==> src/design/mfp_pkg.sv <==
// Shared types and constants for the motor feedback frame parser.
// No dependencies; every other design file refers to this package by scoped names.
package mfp_pkg;

  localparam logic [7:0] HEADER_BYTE = 8'h7A;
  localparam logic [7:0] TAIL_BYTE   = 8'h7B;

  // Frame byte positions (header is position 0, tail is position 8)
  localparam int unsigned POS_W   = 4;
  localparam logic [POS_W-1:0] POS_IDLE = 4'd0;
  localparam logic [POS_W-1:0] POS_ADDR = 4'd1;
  localparam logic [POS_W-1:0] POS_TYPE = 4'd2;
  localparam logic [POS_W-1:0] POS_BCC  = 4'd7;
  localparam logic [POS_W-1:0] POS_TAIL = 4'd8;
  // Bytes at positions below this one enter the running XOR
  localparam logic [POS_W-1:0] XOR_LEN  = 4'd7;

  // Configuration register indexes
  localparam int unsigned CFG_INDEX_W = 4;
  localparam logic [CFG_INDEX_W-1:0] CFG_FIRST_ADDR  = 4'd0;
  localparam logic [CFG_INDEX_W-1:0] CFG_SECOND_ADDR = 4'd1;
  localparam logic [CFG_INDEX_W-1:0] CFG_ANGLE_TYPE  = 4'd2;
  localparam logic [CFG_INDEX_W-1:0] CFG_SPEED_TYPE  = 4'd3;

  typedef enum logic [1:0] {
    ST_GOOD      = 2'd0,
    ST_BAD_TAIL  = 2'd1,
    ST_BAD_CHECK = 2'd2
  } frame_status_t;

  // Completed frame, classified by the front end
  typedef struct packed {
    frame_status_t status;
    logic [7:0]    addr;
    logic [7:0]    ftype;
    logic [31:0]   value;
    logic [31:0]   headers;
  } frame_rec_t;

  typedef struct packed {
    logic [7:0] first_addr;
    logic [7:0] second_addr;
    logic [7:0] angle_type;
    logic [7:0] speed_type;
  } cfg_t;

endpackage

==> src/design/mfp_front.sv <==
// Byte front end: header hunt, frame assembly, running XOR and frame classification.
// Depends on mfp_pkg; pushes one frame_rec_t per completed frame.
module mfp_front #(
  parameter int COUNT_BITS = 32
) (
  input  logic               clk,
  input  logic               rst_n,
  input  logic               byte_fire,
  input  logic [7:0]         rx_byte,
  output logic               push,
  output mfp_pkg::frame_rec_t push_rec
);

  logic [mfp_pkg::POS_W-1:0] pos_r, pos_nxt;
  logic [7:0]                xor_r, xor_nxt;
  logic [7:0]                addr_r, addr_nxt;
  logic [7:0]                type_r, type_nxt;
  logic [7:0]                bcc_r, bcc_nxt;
  logic [31:0]               value_r, value_nxt;
  logic [COUNT_BITS-1:0]     hdr_r, hdr_nxt;

  always_comb begin
    pos_nxt   = pos_r;
    xor_nxt   = xor_r;
    addr_nxt  = addr_r;
    type_nxt  = type_r;
    bcc_nxt   = bcc_r;
    value_nxt = value_r;
    hdr_nxt   = hdr_r;
    push      = 1'b0;
    if (byte_fire) begin
      if (pos_r == mfp_pkg::POS_IDLE) begin
        if (rx_byte == mfp_pkg::HEADER_BYTE) begin
          hdr_nxt = hdr_r + COUNT_BITS'(1);
          xor_nxt = mfp_pkg::HEADER_BYTE;
          pos_nxt = mfp_pkg::POS_ADDR;
        end
      end else begin
        pos_nxt = pos_r + mfp_pkg::POS_W'(1);
        if (pos_r < mfp_pkg::XOR_LEN) begin
          xor_nxt = xor_r ^ rx_byte;
        end
        case (pos_r)
          mfp_pkg::POS_ADDR: addr_nxt = rx_byte;
          mfp_pkg::POS_TYPE: type_nxt = rx_byte;
          mfp_pkg::POS_BCC:  bcc_nxt  = rx_byte;
          mfp_pkg::POS_TAIL: begin
            push    = 1'b1;
            pos_nxt = mfp_pkg::POS_IDLE;
          end
          default: value_nxt = {value_r[23:0], rx_byte};
        endcase
      end
    end
  end

  // Tail is checked before the XOR
  always_comb begin
    if (rx_byte != mfp_pkg::TAIL_BYTE) begin
      push_rec.status = mfp_pkg::ST_BAD_TAIL;
    end else if (xor_r != bcc_r) begin
      push_rec.status = mfp_pkg::ST_BAD_CHECK;
    end else begin
      push_rec.status = mfp_pkg::ST_GOOD;
    end
    push_rec.addr    = addr_r;
    push_rec.ftype   = type_r;
    push_rec.value   = value_r;
    push_rec.headers = 32'(hdr_r);
  end

  always_ff @(posedge clk) begin
    if (!rst_n) begin
      pos_r <= mfp_pkg::POS_IDLE;
      xor_r <= '0;
      hdr_r <= '0;
    end else begin
      pos_r <= pos_nxt;
      xor_r <= xor_nxt;
      hdr_r <= hdr_nxt;
    end
    addr_r  <= addr_nxt;
    type_r  <= type_nxt;
    bcc_r   <= bcc_nxt;
    value_r <= value_nxt;
  end

endmodule

==> src/design/mfp_queue.sv <==
// Short register queue of classified frames between front end and back end.
// Depends on mfp_pkg for the frame_rec_t entry type.
module mfp_queue #(
  parameter int DEPTH = 2
) (
  input  logic                clk,
  input  logic                rst_n,
  input  logic                push,
  input  mfp_pkg::frame_rec_t push_rec,
  output logic                full,
  input  logic                pop,
  output logic                avail,
  output mfp_pkg::frame_rec_t pop_rec
);

  localparam int PTR_W = (DEPTH > 1) ? $clog2(DEPTH) : 1;
  localparam int CNT_W = $clog2(DEPTH + 1);

  mfp_pkg::frame_rec_t   entries_r [DEPTH];
  logic [PTR_W-1:0]      wr_ptr_r, rd_ptr_r;
  logic [CNT_W-1:0]      count_r;

  assign full    = (count_r == CNT_W'(DEPTH));
  assign avail   = (count_r != '0);
  assign pop_rec = entries_r[rd_ptr_r];

  function automatic logic [PTR_W-1:0] bump_ptr(input logic [PTR_W-1:0] p);
    bump_ptr = (p == PTR_W'(DEPTH - 1)) ? '0 : p + PTR_W'(1);
  endfunction

  always_ff @(posedge clk) begin
    if (!rst_n) begin
      wr_ptr_r <= '0;
      rd_ptr_r <= '0;
      count_r  <= '0;
    end else begin
      if (push) begin
        wr_ptr_r <= bump_ptr(wr_ptr_r);
      end
      if (pop) begin
        rd_ptr_r <= bump_ptr(rd_ptr_r);
      end
      if (push && !pop) begin
        count_r <= count_r + CNT_W'(1);
      end else if (pop && !push) begin
        count_r <= count_r - CNT_W'(1);
      end
    end
    if (push) begin
      entries_r[wr_ptr_r] <= push_rec;
    end
  end

endmodule

==> src/design/mfp_back.sv <==
// Back end: motor value updates, error/good counters and the registered result stage.
// Depends on mfp_pkg; takes frames from mfp_queue and configuration from the top level.
module mfp_back #(
  parameter int COUNT_BITS = 32
) (
  input  logic                clk,
  input  logic                rst_n,
  input  mfp_pkg::cfg_t       cfg,
  input  logic                avail,
  input  mfp_pkg::frame_rec_t rec,
  output logic                pop,
  output logic                out_valid,
  input  logic                out_stall,
  output logic [1:0]          frame_status,
  output logic [7:0]          frame_address,
  output logic [7:0]          frame_type,
  output logic [31:0]         frame_value,
  output logic [31:0]         motor_one_position,
  output logic [31:0]         motor_one_speed,
  output logic [31:0]         motor_two_position,
  output logic [31:0]         motor_two_speed,
  output logic [31:0]         headers_seen,
  output logic [31:0]         tail_errors,
  output logic [31:0]         check_errors,
  output logic [31:0]         good_frames
);

  logic                  valid_r;
  logic [31:0]           m1_pos_r, m1_pos_nxt;
  logic [31:0]           m1_spd_r, m1_spd_nxt;
  logic [31:0]           m2_pos_r, m2_pos_nxt;
  logic [31:0]           m2_spd_r, m2_spd_nxt;
  logic [COUNT_BITS-1:0] tail_cnt_r, tail_cnt_nxt;
  logic [COUNT_BITS-1:0] check_cnt_r, check_cnt_nxt;
  logic [COUNT_BITS-1:0] good_cnt_r, good_cnt_nxt;
  logic [1:0]            status_r;
  logic [7:0]            addr_r, type_r;
  logic [31:0]           value_r, headers_r;
  logic                  is_angle, is_speed;

  // Take a frame when the result register is empty or being drained
  assign pop = avail && (!valid_r || !out_stall);

  assign is_angle = (rec.ftype == cfg.angle_type);
  assign is_speed = !is_angle && (rec.ftype == cfg.speed_type);

  always_comb begin
    m1_pos_nxt    = m1_pos_r;
    m1_spd_nxt    = m1_spd_r;
    m2_pos_nxt    = m2_pos_r;
    m2_spd_nxt    = m2_spd_r;
    tail_cnt_nxt  = tail_cnt_r;
    check_cnt_nxt = check_cnt_r;
    good_cnt_nxt  = good_cnt_r;
    case (rec.status)
      mfp_pkg::ST_BAD_TAIL:  tail_cnt_nxt  = tail_cnt_r + COUNT_BITS'(1);
      mfp_pkg::ST_BAD_CHECK: check_cnt_nxt = check_cnt_r + COUNT_BITS'(1);
      mfp_pkg::ST_GOOD: begin
        good_cnt_nxt = good_cnt_r + COUNT_BITS'(1);
        // Motor one wins when both addresses match
        if (rec.addr == cfg.first_addr) begin
          if (is_angle) m1_pos_nxt = rec.value;
          if (is_speed) m1_spd_nxt = rec.value;
        end else if (rec.addr == cfg.second_addr) begin
          if (is_angle) m2_pos_nxt = rec.value;
          if (is_speed) m2_spd_nxt = rec.value;
        end
      end
      default: ;
    endcase
  end

  always_ff @(posedge clk) begin
    if (!rst_n) begin
      valid_r     <= 1'b0;
      m1_pos_r    <= '0;
      m1_spd_r    <= '0;
      m2_pos_r    <= '0;
      m2_spd_r    <= '0;
      tail_cnt_r  <= '0;
      check_cnt_r <= '0;
      good_cnt_r  <= '0;
    end else begin
      if (pop) begin
        valid_r     <= 1'b1;
        m1_pos_r    <= m1_pos_nxt;
        m1_spd_r    <= m1_spd_nxt;
        m2_pos_r    <= m2_pos_nxt;
        m2_spd_r    <= m2_spd_nxt;
        tail_cnt_r  <= tail_cnt_nxt;
        check_cnt_r <= check_cnt_nxt;
        good_cnt_r  <= good_cnt_nxt;
      end else if (!out_stall) begin
        valid_r <= 1'b0;
      end
    end
    if (pop) begin
      status_r  <= rec.status;
      addr_r    <= rec.addr;
      type_r    <= rec.ftype;
      value_r   <= rec.value;
      headers_r <= rec.headers;
    end
  end

  assign out_valid          = valid_r;
  assign frame_status       = status_r;
  assign frame_address      = addr_r;
  assign frame_type         = type_r;
  assign frame_value        = value_r;
  assign motor_one_position = m1_pos_r;
  assign motor_one_speed    = m1_spd_r;
  assign motor_two_position = m2_pos_r;
  assign motor_two_speed    = m2_spd_r;
  assign headers_seen       = headers_r;
  assign tail_errors        = 32'(tail_cnt_r);
  assign check_errors       = 32'(check_cnt_r);
  assign good_frames        = 32'(good_cnt_r);

endmodule

==> src/design/motor_feedback_frame_parser.sv <==
// Top level of the motor feedback frame parser: configuration registers and module wiring.
// Depends on mfp_pkg, mfp_front, mfp_queue and mfp_back.
//
// Takes one received serial byte per transfer and assembles nine-byte frames
// (header 0x7A, address, type, 4-byte big-endian signed value, XOR check byte,
// tail 0x7B). Bytes outside a frame that are not the header are dropped; a
// header byte inside a frame is ordinary data. Every completed frame gives one
// result transfer carrying its status (good, bad tail, check mismatch), its
// address, type and value, the four stored motor values and the four wrapping
// counters. The block takes one byte per clock cycle while in_stall is low. The
// front end classifies the frame as its tail byte arrives and pushes it into a
// QUEUE_DEPTH-entry queue; the back end applies the motor update and counters
// and registers the result after the frame has passed through the queue.
// in_stall rises only while the queue is full, which needs several frames
// waiting behind a stalled result channel. Configuration writes take effect on
// the next frame processed and are meant to be made while the block is idle;
// register indexes beyond the four defined ones are ignored.
module motor_feedback_frame_parser #(
  parameter int COUNT_BITS  = 32,
  parameter int QUEUE_DEPTH = 2
) (
  input  logic                                clk,
  input  logic                                rst_n,
  input  logic                                cfg_we,
  input  logic [mfp_pkg::CFG_INDEX_W-1:0]     cfg_index,
  input  logic [7:0]                          cfg_wdata,
  input  logic                                in_valid,
  output logic                                in_stall,
  input  logic [7:0]                          in_rx_byte,
  output logic                                out_valid,
  input  logic                                out_stall,
  output logic [1:0]                          out_frame_status,
  output logic [7:0]                          out_frame_address,
  output logic [7:0]                          out_frame_type,
  output logic signed [31:0]                  out_frame_value,
  output logic signed [31:0]                  out_motor_one_position,
  output logic signed [31:0]                  out_motor_one_speed,
  output logic signed [31:0]                  out_motor_two_position,
  output logic signed [31:0]                  out_motor_two_speed,
  output logic [31:0]                         out_headers_seen,
  output logic [31:0]                         out_tail_errors,
  output logic [31:0]                         out_check_errors,
  output logic [31:0]                         out_good_frames
);

  mfp_pkg::cfg_t       cfg_r;
  mfp_pkg::frame_rec_t push_rec, pop_rec;
  logic                push, pop, q_full, q_avail, byte_fire;

  // Configuration registers; unknown indexes drop the write
  always_ff @(posedge clk) begin
    if (!rst_n) begin
      cfg_r.first_addr  <= 8'd1;
      cfg_r.second_addr <= 8'd2;
      cfg_r.angle_type  <= 8'd1;
      cfg_r.speed_type  <= 8'd0;
    end else if (cfg_we) begin
      case (cfg_index)
        mfp_pkg::CFG_FIRST_ADDR:  cfg_r.first_addr  <= cfg_wdata;
        mfp_pkg::CFG_SECOND_ADDR: cfg_r.second_addr <= cfg_wdata;
        mfp_pkg::CFG_ANGLE_TYPE:  cfg_r.angle_type  <= cfg_wdata;
        mfp_pkg::CFG_SPEED_TYPE:  cfg_r.speed_type  <= cfg_wdata;
        default: ;
      endcase
    end
  end

  // Hold bytes only while the frame queue has no room
  assign in_stall  = q_full;
  assign byte_fire = in_valid && !in_stall;

  mfp_front #(
    .COUNT_BITS(COUNT_BITS)
  ) u_front (
    .clk      (clk),
    .rst_n    (rst_n),
    .byte_fire(byte_fire),
    .rx_byte  (in_rx_byte),
    .push     (push),
    .push_rec (push_rec)
  );

  mfp_queue #(
    .DEPTH(QUEUE_DEPTH)
  ) u_queue (
    .clk     (clk),
    .rst_n   (rst_n),
    .push    (push),
    .push_rec(push_rec),
    .full    (q_full),
    .pop     (pop),
    .avail   (q_avail),
    .pop_rec (pop_rec)
  );

  mfp_back #(
    .COUNT_BITS(COUNT_BITS)
  ) u_back (
    .clk               (clk),
    .rst_n             (rst_n),
    .cfg               (cfg_r),
    .avail             (q_avail),
    .rec               (pop_rec),
    .pop               (pop),
    .out_valid         (out_valid),
    .out_stall         (out_stall),
    .frame_status      (out_frame_status),
    .frame_address     (out_frame_address),
    .frame_type        (out_frame_type),
    .frame_value       (out_frame_value),
    .motor_one_position(out_motor_one_position),
    .motor_one_speed   (out_motor_one_speed),
    .motor_two_position(out_motor_two_position),
    .motor_two_speed   (out_motor_two_speed),
    .headers_seen      (out_headers_seen),
    .tail_errors       (out_tail_errors),
    .check_errors      (out_check_errors),
    .good_frames       (out_good_frames)
  );

endmodule

==> config.mk <==
export PLATFORM = sky130hd
export DESIGN_NAME = motor_feedback_frame_parser
export DESIGN_NICKNAME = d
export VERILOG_FILES = /design/src/design/mfp_pkg.sv /design/src/design/mfp_front.sv /design/src/design/mfp_queue.sv /design/src/design/mfp_back.sv /design/src/design/motor_feedback_frame_parser.sv
export SDC_FILE = /design/constraint.sdc
export NUM_CORES = 1
export LEC_CHECK = 0
export ABC_CLOCK_PERIOD_IN_PS = 6400
export BUFFER_PORTS_ARGS = -buffer_cell sky130_fd_sc_hd__clkbuf_2
export CAP_MARGIN = 25
export CELL_PAD_IN_SITES_DETAIL_PLACEMENT = 0
export CELL_PAD_IN_SITES_GLOBAL_PLACEMENT = 1
export CORE_UTILIZATION = 46
export DETAILED_ROUTE_END_ITERATION = 12
export GPL_ROUTABILITY_DRIVEN = 0
export HOLD_SLACK_MARGIN = 0.1
export MAX_ROUTING_LAYER = met4
export PLACE_DENSITY_LB_ADDON = 0.1
export RECOVER_POWER = 100
export REMOVE_ABC_BUFFERS = 1
export SLEW_MARGIN = 20
export SYNTH_ARGS = -nofsm -noshare
export SYNTH_HDL_FRONTEND = slang
export SYNTH_SLANG_ARGS = --single-unit
==> constraint.sdc <==
create_clock -name clk -period 6.4 [get_ports clk]
set_clock_uncertainty 0.05 [all_clocks]
set_input_delay 1.28 -clock clk [delete_from_list [all_inputs] [get_ports clk]]
set_output_delay 1.28 -clock clk [all_outputs]
set_load 0.01 [all_outputs]
After elaboration in Yosys (flattened, before gate mapping)

Memory sizes are Yosys's and may differ from the RTL's. A register that Yosys moved wholly into a read port is not among the register bits.
Cells that the tools add are included.

Add/sub/neg operators: 9
Magnitude comparators: 1
Equal/unequal tests: 19
Multiplexer cells: 21
Bitwise operators: 4
Reductions and logical operators: 37

Operators with widths:

| kind                  | count |
|---|---|
| $add 32x1->32 const B | 4 |
| $eq 8x8->1            | 4 |
| $mux 8                | 3 |
| $reduce_and 3->1      | 6 |
| $reduce_and 2->1      | 8 |
| $eq 4x2->1 const B    | 3 |
| $mux 4                | 3 |
| $mux 1                | 11 |
| $reduce_and 5->1      | 2 |
| $eq 4x1->1 const B    | 2 |
| $eq 8x7->1 const B    | 1 |
| $logic_not 4->1       | 2 |
| $mux 2                | 4 |
| $ne 8x7->1 const B    | 1 |
| $ne 8x8->1            | 1 |
| $reduce_and 4->1      | 2 |
| $xor 8x8->8           | 1 |
| $logic_not 1->1       | 6 |
| $reduce_bool 2->1     | 3 |
| $logic_and 1x1->1     | 5 |
| $add 4x1->4 const B   | 1 |
| $eq 2x2->1 const B    | 2 |
| $eq 4x3->1 const B    | 1 |
| $eq 4x4->1 const B    | 1 |
| 11 further kinds      | 14 |

Register bits after elaboration: 443
Memory bits (writable): 164
Bits of input ports: 25
Output and inout port bits: 308
Logic and storage cells: 119
Memories: 1

Memories:

| name              | depth | bits a word | rd ports | clocked after Yosys merged registers in | wr ports | line            | RTL |
|---|---|---|---|---|---|---|---|
| u_queue.entries_r | 2     | 82          | 1        | 1                                       | 1        | mfp_queue.sv:19 | `mfp_pkg::frame_rec_t entries_r [DEPTH];` |

Depth between registers and ports, before layout

Gate-level depths: netlist of the first run.

Depth in word-level cells: 8
Mapped depth: 10
Mapped depth without buffers: 9

By module

A second synthesis of the first run with hierarchy kept.

Cell total of the unflattened synthesis: 1874
Area, all modules: 23510.0 um^2

Modules (own cells, without submodules):

| module                      | instances | cells each | area each (um^2) | seq. area each (um^2) |
|---|---|---|---|---|
| mfp_back                    | 1         | 1133       | 11964.0          | 6966.7 |
| mfp_queue                   | 1         | 277        | 6167.2           | 5024.8 |
| mfp_front                   | 1         | 343        | 4141.5           | 2562.5 |
| motor_feedback_frame_parser | 1         | 121        | 1237.4           | 640.6 |

Worst setup path before layout of the first run

OpenSTA, ideal clock, no wires.

Kind: input-to-reg
Start point: input port in_valid
End point: memory u_queue.entries_r[0][0] (netlist name) (enable)
Library setup time: 523 ps
Arrival: 5230 ps
Data required time: 5827 ps
Slack: 597 ps
Cell stages on the path: 4
Buffers on the path: 1
Cell sequence: and2_1 clkbuf_1 nand3_1 nor2_1

Word-level cells in the longest chain between the ends: 4

RTL lines:

| element                      | line                              | RTL |
|---|---|---|
| from (decl)                  | motor_feedback_frame_parser.sv:27 | `input logic in_valid,` |
| $logic_and 1x1->1            | motor_feedback_frame_parser.sv:70 | `assign byte_fire = in_valid && !in_stall;` |
| $mux 1                       | mfp_front.sv:31                   | `if (byte_fire) begin` |
| $mux 1                       | mfp_queue.sv:49                   | `if (push) begin` |
| $mux 1 (implied by the code) | mfp_queue.sv:50                   | `entries_r[wr_ptr_r] <= push_rec;` |
| to (decl)                    | mfp_queue.sv:19                   |  |

No other way between the ends.

Final worst setup path of the first run

Start point: input port out_stall
End point: register u_back.type_r[6], in the netlist u_back.frame_type[6] (enable)

Word-level cells in the longest chain between the ends: 3

RTL lines:

| element              | line                              | RTL |
|---|---|---|
| from (decl)          | motor_feedback_frame_parser.sv:31 | `input logic out_stall,` |
| $logic_not 1->1      | mfp_back.sv:42                    | `assign pop = avail && (!valid_r \|\| !out_stall);` |
| $logic_or 1x1->1     | mfp_back.sv:42                    |  |
| $logic_and 1x1->1    | mfp_back.sv:42                    |  |
| named net pop        | motor_feedback_frame_parser.sv:48 | `logic push, pop, q_full, q_avail, byte_fire;` |
| to (signal assigned) | mfp_back.sv:100                   | `type_r <= rec.ftype;` |
| to (decl)            | mfp_back.sv:37                    | `logic [7:0] addr_r, type_r;` |

The timed path passes the listed nets, and every way through them passes these cells.
A chain may end at the register's enable or synchronous reset.

==> impl_results.md, run 1 <==
* Post-DR vias/cell at approximately 5.1
* DRC Markers at 0
* CP Max Fanout at 50
* Post-synth top area share at between 30 and 40%
* Footprint of the multi-input gates at ~7300 sq um
* Initial antenna violation count at 4
* Via count at 14900
* Post-Synthesis Cells at 1852
* Top cells by area, synth: edfxtp_1, dfxtp_1, mux2i_1
* Rel. slew slack at -113%
* Yosys cell types at 47
* Hold wc startpoint: u_front.value_r[25]
* Reg area at about 15000 sq um
* CTS Buf Count at 66
* Post-synth top cells: dfxtp_1, edfxtp_1, nand2_1, nor2_1, mux2i_1
* Layout cell share with drive strength beyond 1 at under 10%
* PD cells at 330 nW/um^2
* CTS tree: done
* Final HPWL DP at between 30000 and 40000 um
* Root buf cell: clkbuf_16
* Minimum clock period after layout at between 4 and 5 ns
* Warnings from Yosys at 0
* Clock sinks at 608
* Finish-stage setup viols at 0
* Filler instances at 4442
* Total gr overflow at 0
* Largest register by flop count: u_queue.entries_r
* DIE AREA at 51100 sq um
* CTS resizes at 0
* Clock buffer depth at 3
* Worst R2R Path Depth at 3
* WL/cell at 18.4 um
* Post-synthesis sequential area ratio at about 66%
* Die W at 226 um
* Slew Limit Fails at 177
* Post-synth EDFFs at 302
* Synth-to-layout area growth at 17.2%
* RSZ-0062 raised after global routing: no
* Nets at 2225
* Tot Pwr at 8.92 mW
* HP Class: reg -> reg
* Average size of a mapped cell at between 10 and 15 sq um
* Postcts setup bufs at 0
* Flops & latches, synth at 608
* Number of global-route vias before repair at 14400
* ANT nets after route at 0
* DRT Pass-1 Iters at 6
* Worst-path clk slew at ~0.060 ns
* Hold Path Sink: u_queue.entries_r[0][57]
* Ys async rst share at 0%
* Cell Area, Synth at 23100 sq um
* Largest net degree at the start of global routing at 90
* GRT Overall Usage at a little over a fifth
* Leak Pwr at 8.62 nW
* Setup TNS at 0 ns
* Total core area at between 40000 and 50000 sq um
* First-pass GRT wire length at approximately 80000 um
* Dominant synthesized flop cell: dfxtp_1
* Crit path DAT at 4.90 ns
* Port Buffers at 332
* Standard-cell rows at 81
* Most frequent cell after synthesis: dfxtp_1
* Period utilisation layout at 75.3%
* Drt total wl at 53600 um
* Reg-to-reg startpoint: u_queue.count_r[0]
* Required @ worst endpoint at roughly 6.5 ns
* Yosys top cell by area: edfxtp_1
* Die H at 226 um
* Htree depth at 3
* Final Hold Fails at 0
* Hold buffer count at cts at 0
* Max-Cap Viols at 4
* Crit path kind: in -> reg
* R2R Path End: u_back.frame_type[6]
* Worst hold path cell count at 0
* Fmax at slightly above 0.2 GHz
* Status: complete, but fails checks
* Worst-Skew Late Latency at 0.59 ns
* Initial DRC count at 815
* Failing checks: max-capacitance violations, max-slew violations
* Tightest Pin Transition at 3.19 ns
* Ports at 333
* Worst VDD drop at 0.220 mV
* Critical Path Source Type: input port
* Number of flip-flops in the largest register at between 150 and 200
* Starting Density at approximately 47%
* Endpoint class of the critical path: register
* R2R Setup Slk at 1.96 ns
through the flow:
stage,setup WS (ns),hold WS (ns),cells,utilization [%],instance area (sq um)
3_3_place_gp,2.36,0.372,2783,51.5,25400
2_1_floorplan,0.703,0.371,1768,-,22700
6_report,1.58,0.388,2911,54.9,27000
4_1_cts,2.49,0.388,2906,55.9,27500
3_5_place_dp,2.27,0.382,2786,51.6,25400
5_1_grt,1.31,0.402,2911,54.9,27000
worst max-delay path: stages:
cell,delay [ns]
clkbuf_2,0.09
o2bb2ai_1,0.48
inv_4,0.66
clkbuf_1,2.29
kinds of logic (layout without fill, tap and decap cells):
| family | after synthesis | count (layout) | share of synthesized area, % |
|---|---|---|---|
| flops | 608 | 608 | 65.9 |
| fa+ha+maj | 9 | 9 | 0.488 |
| mux | 206 | 206 | 9.33 |
| xor+xnor | 156 | 156 | 5.92 |
| other cells | 0 | 4 | 0 |
| simple gates | 612 | 612 | 12.8 |
| buf+inv | 121 | 512 | 2.33 |
| compound gates | 140 | 140 | 3.24 |
layout make-up:
class                   count  share of cell area, %
diodes                      4                 0.0370
flip-flops and latches    608                   56.2
multi-input cells        1123                   27.0
clock buffers              95                   7.08
repair buffers            355                   5.33
well taps                 664                   3.07
clock inverters            25                  0.722
inverters                  37                  0.541
layer usage:
layer  vias up  part of all wire (%)  global-route usage (%)
met4         0                   2.3                    6.85
li1       7229                     -                       -
met2       325                    48                    33.9
met1      7258                    45                    27.3
met5         -                     0                       -
met3        89                   4.8                    4.37
power breakdown:
group	internal (mW)	leakage (nW)	switching, mW
sequential	4.31	5.02	0.108
clock	2.20	1.04	1.48
combinational	0.218	2.56	0.600
worst max-delay path by stage:
stage	start	slack (ns)	to	cells after the start
floorplan	in_valid	0.70	u_queue.entries_r[0][0]	3
global placement	out_stall	2.36	u_back.good_frames[21]	8
detailed placement	out_stall	2.27	u_back.good_frames[21]	8
CTS	register	2.49	u_back.motor_two_position[3]	7
global route	out_stall	1.31	u_back.frame_value[4]	4
finish	out_stall	1.58	u_back.frame_type[6]	4
layout by cell type, fill, tap and decap left out, types with 3 or more instances in the layout:
cell	synthesis	final
clkinv_2	0	10
mux2i_1	138	140
dfxtp_1	306	305
clkbuf_2	0	15
nand3b_1	4	4
clkbuf_16	0	69
a21oi_1	73	73
inv_6	0	3
mux2_2	66	30
clkbuf_1	67	345
and2_1	20	19
bufinv_16	0	3
nand3_1	81	81
ha_1	9	9
edfxtp_1	302	302
buf_4	0	9
diode_2	0	4
and3_1	17	17
o21ai_0	57	56
nor3b_1	3	3
clkinv_1	1	10
xor2_1	66	66
nor3_1	33	32
mux2_1	0	36
nor4_1	18	18
or3_1	22	22
clkbuf_8	0	9
inv_1	36	35
xnor2_1	90	90
and4_1	17	17
nand4_1	32	32
nor2_1	145	144
nand2_1	202	202
nor4_2	4	4
(Power assumes the default switching activity.)
==> inputs of run 2 (changes only) <==
Settings changed: ABC_CLOCK_PERIOD_IN_PS 6400 to 3900, CORE_UTILIZATION 46 to 41.
Clock period 6.4 ns to 3.9 ns, I/O delays scaled along.
==> run 2 against run 1 <==
The flow still finishes with violations (max-capacitance violations, max-slew violations). Sequential power increased by 63%. Register-to-register slack got worse by 1.5 ns. Clock power increased by 67%. Highest routed layer unchanged. Final cell count increased by 3.4%. Critical path type is now reg -> reg. Clock-buffer cell count decreased by 3.
==> impl_results.md, run 2 (synthesized netlist as in run 1, its figures left out) <==
* Total gr overflow at 0 (unchanged)
* CP Cell Sequence: buf_4 > nor3b_1 > nor2_1 > or4_1 > nor4_4 > buf_12 > mux2i_1 (was clkbuf_2 > o2bb2ai_1 > inv_4 > clkbuf_1)
* Worst-path clk slew at 0.06 ns (about the same)
* Nets at 2235 (was 2225)
* Clock sinks at 608 (unchanged)
* DRC Markers at 0 (unchanged)
* RSZ-0062 raised after global routing: no (unchanged)
* Post-DR vias/cell at 4.96 (was 5.12)
* Cells after DPL at 2880 (was 2786)
* Largest net degree at the start of global routing at 81 (was 90)
* R2R Path End: u_back.motor_two_speed[4] (was u_back.frame_type[6])
* Leak Pwr at 8.67 nW (was 8.62 nW)
* Drt total wl at 56000 um (was 53600 um)
* Die W at 239 um (was 226 um)
* Final HPWL DP at 36400 um (was 34600 um)
* Synth-to-layout area growth at 18.1% (was 17.2%)
* Status: complete, but fails checks (unchanged)
* Crit path kind: reg -> reg (was in -> reg)
* Die H at 239 um (was 226 um)
* Port Buffers at 332 (unchanged)
* Slew Limit Fails at 362 (was 177)
* Worst R2R Path Depth at 7 (was 3)
* Critical path's top delay family: simple AND/OR/NAND/NOR gates (was buffers and inverters)
* Standard-cell rows at 86 (was 81)
* Hold wc startpoint: u_front.type_r[2] (was u_front.value_r[25])
* Failing checks: max-capacitance violations, max-slew violations (unchanged)
* Reg area at 15200 sq um (unchanged)
* Slowest stage cell, crit path: or4_1 (was clkbuf_1)
* Layout cell share with drive strength beyond 1 at 8.38% (was 7.40%)
* PD cells at 541 nW/um^2 (was 330 nW/um^2)
* Worst hold path cell count at 0 (unchanged)
* Period utilisation layout at 88.2%
* Final Hold Fails at 0 (unchanged)
* Total core area at 55300 sq um (was 49300 sq um)
* Postcts setup bufs at 0 (unchanged)
* Most frequent cells in the layout: clkbuf_1, dfxtp_1, edfxtp_1 (unchanged)
* Max-Cap Viols at 8 (was 4)
* Finished Layout Cells at 3009 (was 2911)
* Critical path's largest stage delay at 0.66 ns (was 2.29 ns)
* Worst-Skew Late Latency at 0.60 ns (was 0.59 ns)
* Number of global-route vias before repair at 14500 (was 14400)
* Tightest Pin Transition at 2.03 ns (was 3.19 ns)
* CP Buf/Inv Count at 2 (was 3)
* Hold buffer count at cts at 0 (unchanged)
* R2R Setup Slk at 0.46 ns (was 1.96 ns)
* GRT Overall Usage at 19.8% (was 21.3%)
* CP Max Fanout at 32 (was 50)
* CTS tree: done (unchanged)
* Minimum clock period after layout at 3.44 ns
* Ports at 333 (unchanged)
* Via count at 14900 (about the same)
* WL/cell at 18.6 um (was 18.4 um)
* Rel. slew slack at -35.6% (was -113%)
* Fmax at between 0.2 and 0.3 GHz
* Root buf cell: clkbuf_16 (unchanged)
* DRT Pass-1 Iters at 5 (was 6)
* HP Class: reg -> reg (unchanged)
* Initial antenna violation count at 5 (was 4)
* Endpoint class of the critical path: register (unchanged)
* Finish-stage setup viols at 0 (unchanged)
* First-pass GRT wire length at 85000 um (was 81600 um)
* Crit path DAT at 3.91 ns (was 4.90 ns)
* Number of flip-flops in the largest register at 164 (unchanged)
* Setup TNS at 0 ns (unchanged)
* Footprint of the multi-input gates at 7340 sq um (was 7310 sq um)
* WHS at 0.393 ns (was 0.388 ns)
* Commonest non-fill, non-tap cell in the layout: clkbuf_1 (unchanged)
* CTS resizes at 0 (unchanged)
* Worst VDD drop at 0.438 mV (was 0.220 mV)
* Htree depth at 3 (unchanged)
* Largest register by flop count: u_queue.entries_r (unchanged)
* ANT nets after route at 0 (unchanged)
* Critical Path Source Type: register (was input port)
* Hold Path Sink: u_queue.entries_r[1][66] (was u_queue.entries_r[0][57])
* CTS Buf Count at 67 (was 66)
* Filler instances at 5250 (was 4442)
* Initial DRC count at 661 (was 815)
* DIE AREA at 57200 sq um (was 51100 sq um)
* Clock buffer depth at 3 (unchanged)
* Starting Density at 41.7% (was 46.8%)
* Required @ worst endpoint at 4.37 ns (was 6.48 ns)
==> run 2: through the flow <==
stage / util (%) / total power [mW] / setup slack [ns] / instance area [sq um]
6_report: 49.3 / 14.7 / 0.461 / 27200
3_5_place_dp: 46.3 / 8.84 / 0.472 / 25600
5_1_grt: 49.3 / 15.4 / 0.156 / 27200
4_1_cts: 50.2 / 15.1 / 0.441 / 27800
2_1_floorplan: - / 8.13 / -1.73 / 22700
3_3_place_gp: 46.3 / 8.83 / 0.543 / 25600
==> run 2: how the worst max path moves through the flow <==
stage / cells past startpoint / end
after floorplan: 6 / u_back.motor_two_position[0]
after global placement: 7 / u_back.motor_two_position[20]
after detailed placement: 7 / u_back.motor_two_speed[28]
after CTS: 7 / u_back.motor_two_position[29]
after global routing: 7 / u_back.motor_two_speed[12]
final: 7 / u_back.motor_two_speed[4]
==> run 2: area by class of cell <==
cell class	instances	area share, %
clock inverters	32	1.06
repair buffers	364	5.41
multi-input cells	1123	27.0
well taps	748	3.43
clock buffers	92	6.80
inverters	37	0.533
flip-flops and latches	608	55.8
diodes	5	0.0459
==> run 2: layer usage <==
metal | wire [um] | global-route usage, % | vias up
li1 | - | - | 7262
met1 | 24700 | 25.1 | 7256
met2 | 26900 | 31.7 | 316
met3 | 2870 | 4.06 | 90
met4 | 1440 | 6.95 | 0
met5 | 0 | - | -
==> run 2: power by group <==
group / internal (mW) / switching [mW]
clock: 3.61 / 2.55
combinational: 0.343 / 1.05
sequential: 7.06 / 0.129
total: 11.0 / 3.72
==> inputs of run 3 (changes only) <==
Settings changed: ABC_CLOCK_PERIOD_IN_PS 3900 to 4000, CORE_UTILIZATION 41 to 49.
Clock period 3.9 ns to 4 ns, I/O delays scaled along.
==> run 3 against run 2 <==
The flow still finishes with violations (max-capacitance violations, max-slew violations). Largest power group unchanged. Die area fell by 16%. Register-to-register slack gained 0.03 ns. Final cell count decreased by 5.0%.
==> impl_results.md, run 3 (synthesized netlist as in run 1, its figures left out) <==
* Status: complete, but fails checks (unchanged)
* Failing checks: max-capacitance violations, max-slew violations (unchanged)
* Period utilisation layout at 87.8% (was 88.2%)
* Total core area at 46500 sq um (was 55300 sq um)
* DRC Markers at 0 (unchanged)
* Postcts setup bufs at 0 (unchanged)
* Worst VDD drop at 0.560 mV (was 0.438 mV)
* Finish-stage setup viols at 0 (unchanged)
* DRT Pass-1 Iters at 5 (unchanged)
* Endpoint class of the critical path: register (unchanged)
* Internal power at 10.8 mW (was 11.0 mW)
* Commonest non-fill, non-tap cell in the layout: clkbuf_1 (unchanged)
* Tightest Pin Transition at 2.18 ns (was 2.03 ns)
* Switching share of total power at 24.6% (was 25.3%)
* Crit path to: u_back.motor_two_speed[23] (was u_back.motor_two_speed[4])
* Rel. slew slack at -45.6% (was -35.6%)
* R2R Path End: u_back.motor_two_speed[23] (was u_back.motor_two_speed[4])
* WL/cell at 18.7 um (was 18.6 um)
* GRT Overall Usage at 22.4% (was 19.8%)
* Tot Pwr at 14.4 mW (was 14.7 mW)
* Root buf cell: clkbuf_16 (unchanged)
* Worst-Skew Late Latency at 0.59 ns (was 0.60 ns)
* Crit path DAT at 3.96 ns (was 3.91 ns)
* Minimum clock period after layout at 3.51 ns (was 3.44 ns)
* Required @ worst endpoint at 4.44 ns (was 4.37 ns)
* CTS resizes at 0 (unchanged)
* Setup slack after layout at 0.487 ns (was 0.461 ns)
* Worst R2R Path Depth at 6 (was 7)
* Clock sinks at 608 (unchanged)
* Core Util, Final at 58.4% (was 49.3%)
* Worst-path clk slew at 0.06 ns (about the same)
* Die H at 219 um (was 239 um)
* Largest register by flop count: u_queue.entries_r (unchanged)
* HP Class: reg -> reg (unchanged)
* Comb pwr share at 9.5% (was 9.4%)
* Number of flip-flops in the largest register at 164 (unchanged)
* ANT nets after route at 0 (unchanged)
* Switching power at 3.53 mW (was 3.72 mW)
* Standard-cell rows at 79 (was 86)
* PD cells at 530 nW/um^2 (was 541 nW/um^2)
* Cells after DPL at 2735 (was 2880)
* Most frequent cells in the layout: clkbuf_1, dfxtp_1, edfxtp_1 (unchanged)
* Final Hold Fails at 0 (unchanged)
* Via count at 15000 (was 14900)
* Post-DR vias/cell at 5.24 (was 4.96)
* Initial antenna violation count at 4 (was 5)
* Crit path kind: reg -> reg (unchanged)
* Port Buffers at 332 (unchanged)
* Number of global-route vias before repair at 14200 (was 14500)
* Final HPWL DP at 34600 um (was 36400 um)
* Htree depth at 3 (unchanged)
* Max-Cap Viols at 3 (was 8)
* Drt total wl at 53500 um (was 56000 um)
* Clock buffer depth at 3 (unchanged)
* Largest net degree at the start of global routing at 133 (was 81)
* Total gr overflow at 0 (unchanged)
* CP Max Fanout at 32 (unchanged)
* Layout cell share with drive strength beyond 1 at 8.23% (was 8.38%)
* Sequential share of power at 48.6% (was 48.8%)
* Hold buffer count at cts at 0 (unchanged)
* Die W at 219 um (was 239 um)
* Synth-to-layout area growth at 17.5% (was 18.1%)
* Slew Limit Fails at 160 (was 362)
* Clk network pwr share at 41.9% (was 41.8%)
* Ports at 333 (unchanged)
* Placement Setup Slack at 0.707 ns (was 0.472 ns)
* RSZ-0062 raised after global routing: no (unchanged)
* DIE AREA at 48000 sq um (was 57200 sq um)
* Critical Path Source Type: register (unchanged)
* Initial DRC count at 889 (was 661)
* Nets at 2230 (was 2235)
* CTS Buf Count at 66 (was 67)
* Starting Density at 49.7% (was 41.7%)
* CTS tree: done (unchanged)
* R2R Setup Slk at 0.49 ns (was 0.46 ns)
* First-pass GRT wire length at 80500 um (was 85000 um)
* Leak Pwr at 8.67 nW (about the same)
* Setup TNS at 0 ns (unchanged)
* Fmax at 0.285 GHz (was 0.291 GHz)
* Finished Layout Cells at 2859 (was 3009)
-- run 3: cell types whose count changed in the layout (fill, tap and decap cells not counted), moves of 3 or more --
| cell | change |
|---|---|
| clkinv_1 | +7 |
| clkbuf_1 | -8 |
| clkbuf_8 | -3 |
| clkbuf_16 | +3 |
| clkinv_2 | -6 |
| inv_6 | -3 |
-- run 3: power by group through the flow --
stage / clock [mW] / combinational, mW / sequential (mW)
after global placement: 0 / 1.45 / 7.12
after global routing: 6.41 / 1.48 / 7.01
after CTS: 6.17 / 1.48 / 6.99
final: 6.01 / 1.37 / 6.99
after detailed placement: 0 / 1.47 / 7.13
after floorplan: 0 / 0.628 / 7.30
-- run 3: critical path: stages (launching register included) --
cell and delay, ns:
dfxtp_4 0.46, nor3_1 0.74, nor2_1 0.38, or4_4 0.64, nor4_4 0.22, clkbuf_4 0.63
mux2i_1 0.27
-- run 3: worst min-delay path by stage --
stage                                    from                        to  slack (ns)  cells past startpoint
after floorplan           u_front.value_r[24]  u_queue.entries_r[0][56]        0.37                      0
after global placement      u_front.addr_r[3]  u_queue.entries_r[1][75]        0.37                      0
after detailed placement  u_front.value_r[31]  u_queue.entries_r[0][63]        0.38                      0
after CTS                       in_rx_byte[6]        u_front.value_r[6]        0.39                      1
after global routing        u_front.addr_r[2]  u_queue.entries_r[0][74]        0.40                      0
final                       u_front.addr_r[6]  u_queue.entries_r[0][78]        0.40                      0
-- run 3: metrics by stage --
step	hold slack (ns)	instance area, sq um
finish	0.396	27100
global route	0.399	27100
CTS	0.393	27600
detailed placement	0.380	25400
global placement	0.372	25400
floorplan	0.371	22700
-- run 3: final cells by class --
class	count	area (sq um)
antenna	3	7.51
fill	4016	19300
clock inverter	31	279
inverter	37	145
multi-input combinational	1123	7360
timing repair buffer	360	1480
tap	607	759
sequential	608	15200
clock buffer	90	1880
-- run 3: per-layer routing --
| metal | share of wire, % | global-route usage [%] | routed length, um |
|---|---|---|---|
| met5 | 0 | - | 0 |
| met3 | 4.9 | 4.56 | 2620 |
| met1 | 44 | 28.5 | 23600 |
| met4 | 2.4 | 6.60 | 1270 |
| met2 | 49 | 36.3 | 26000 |
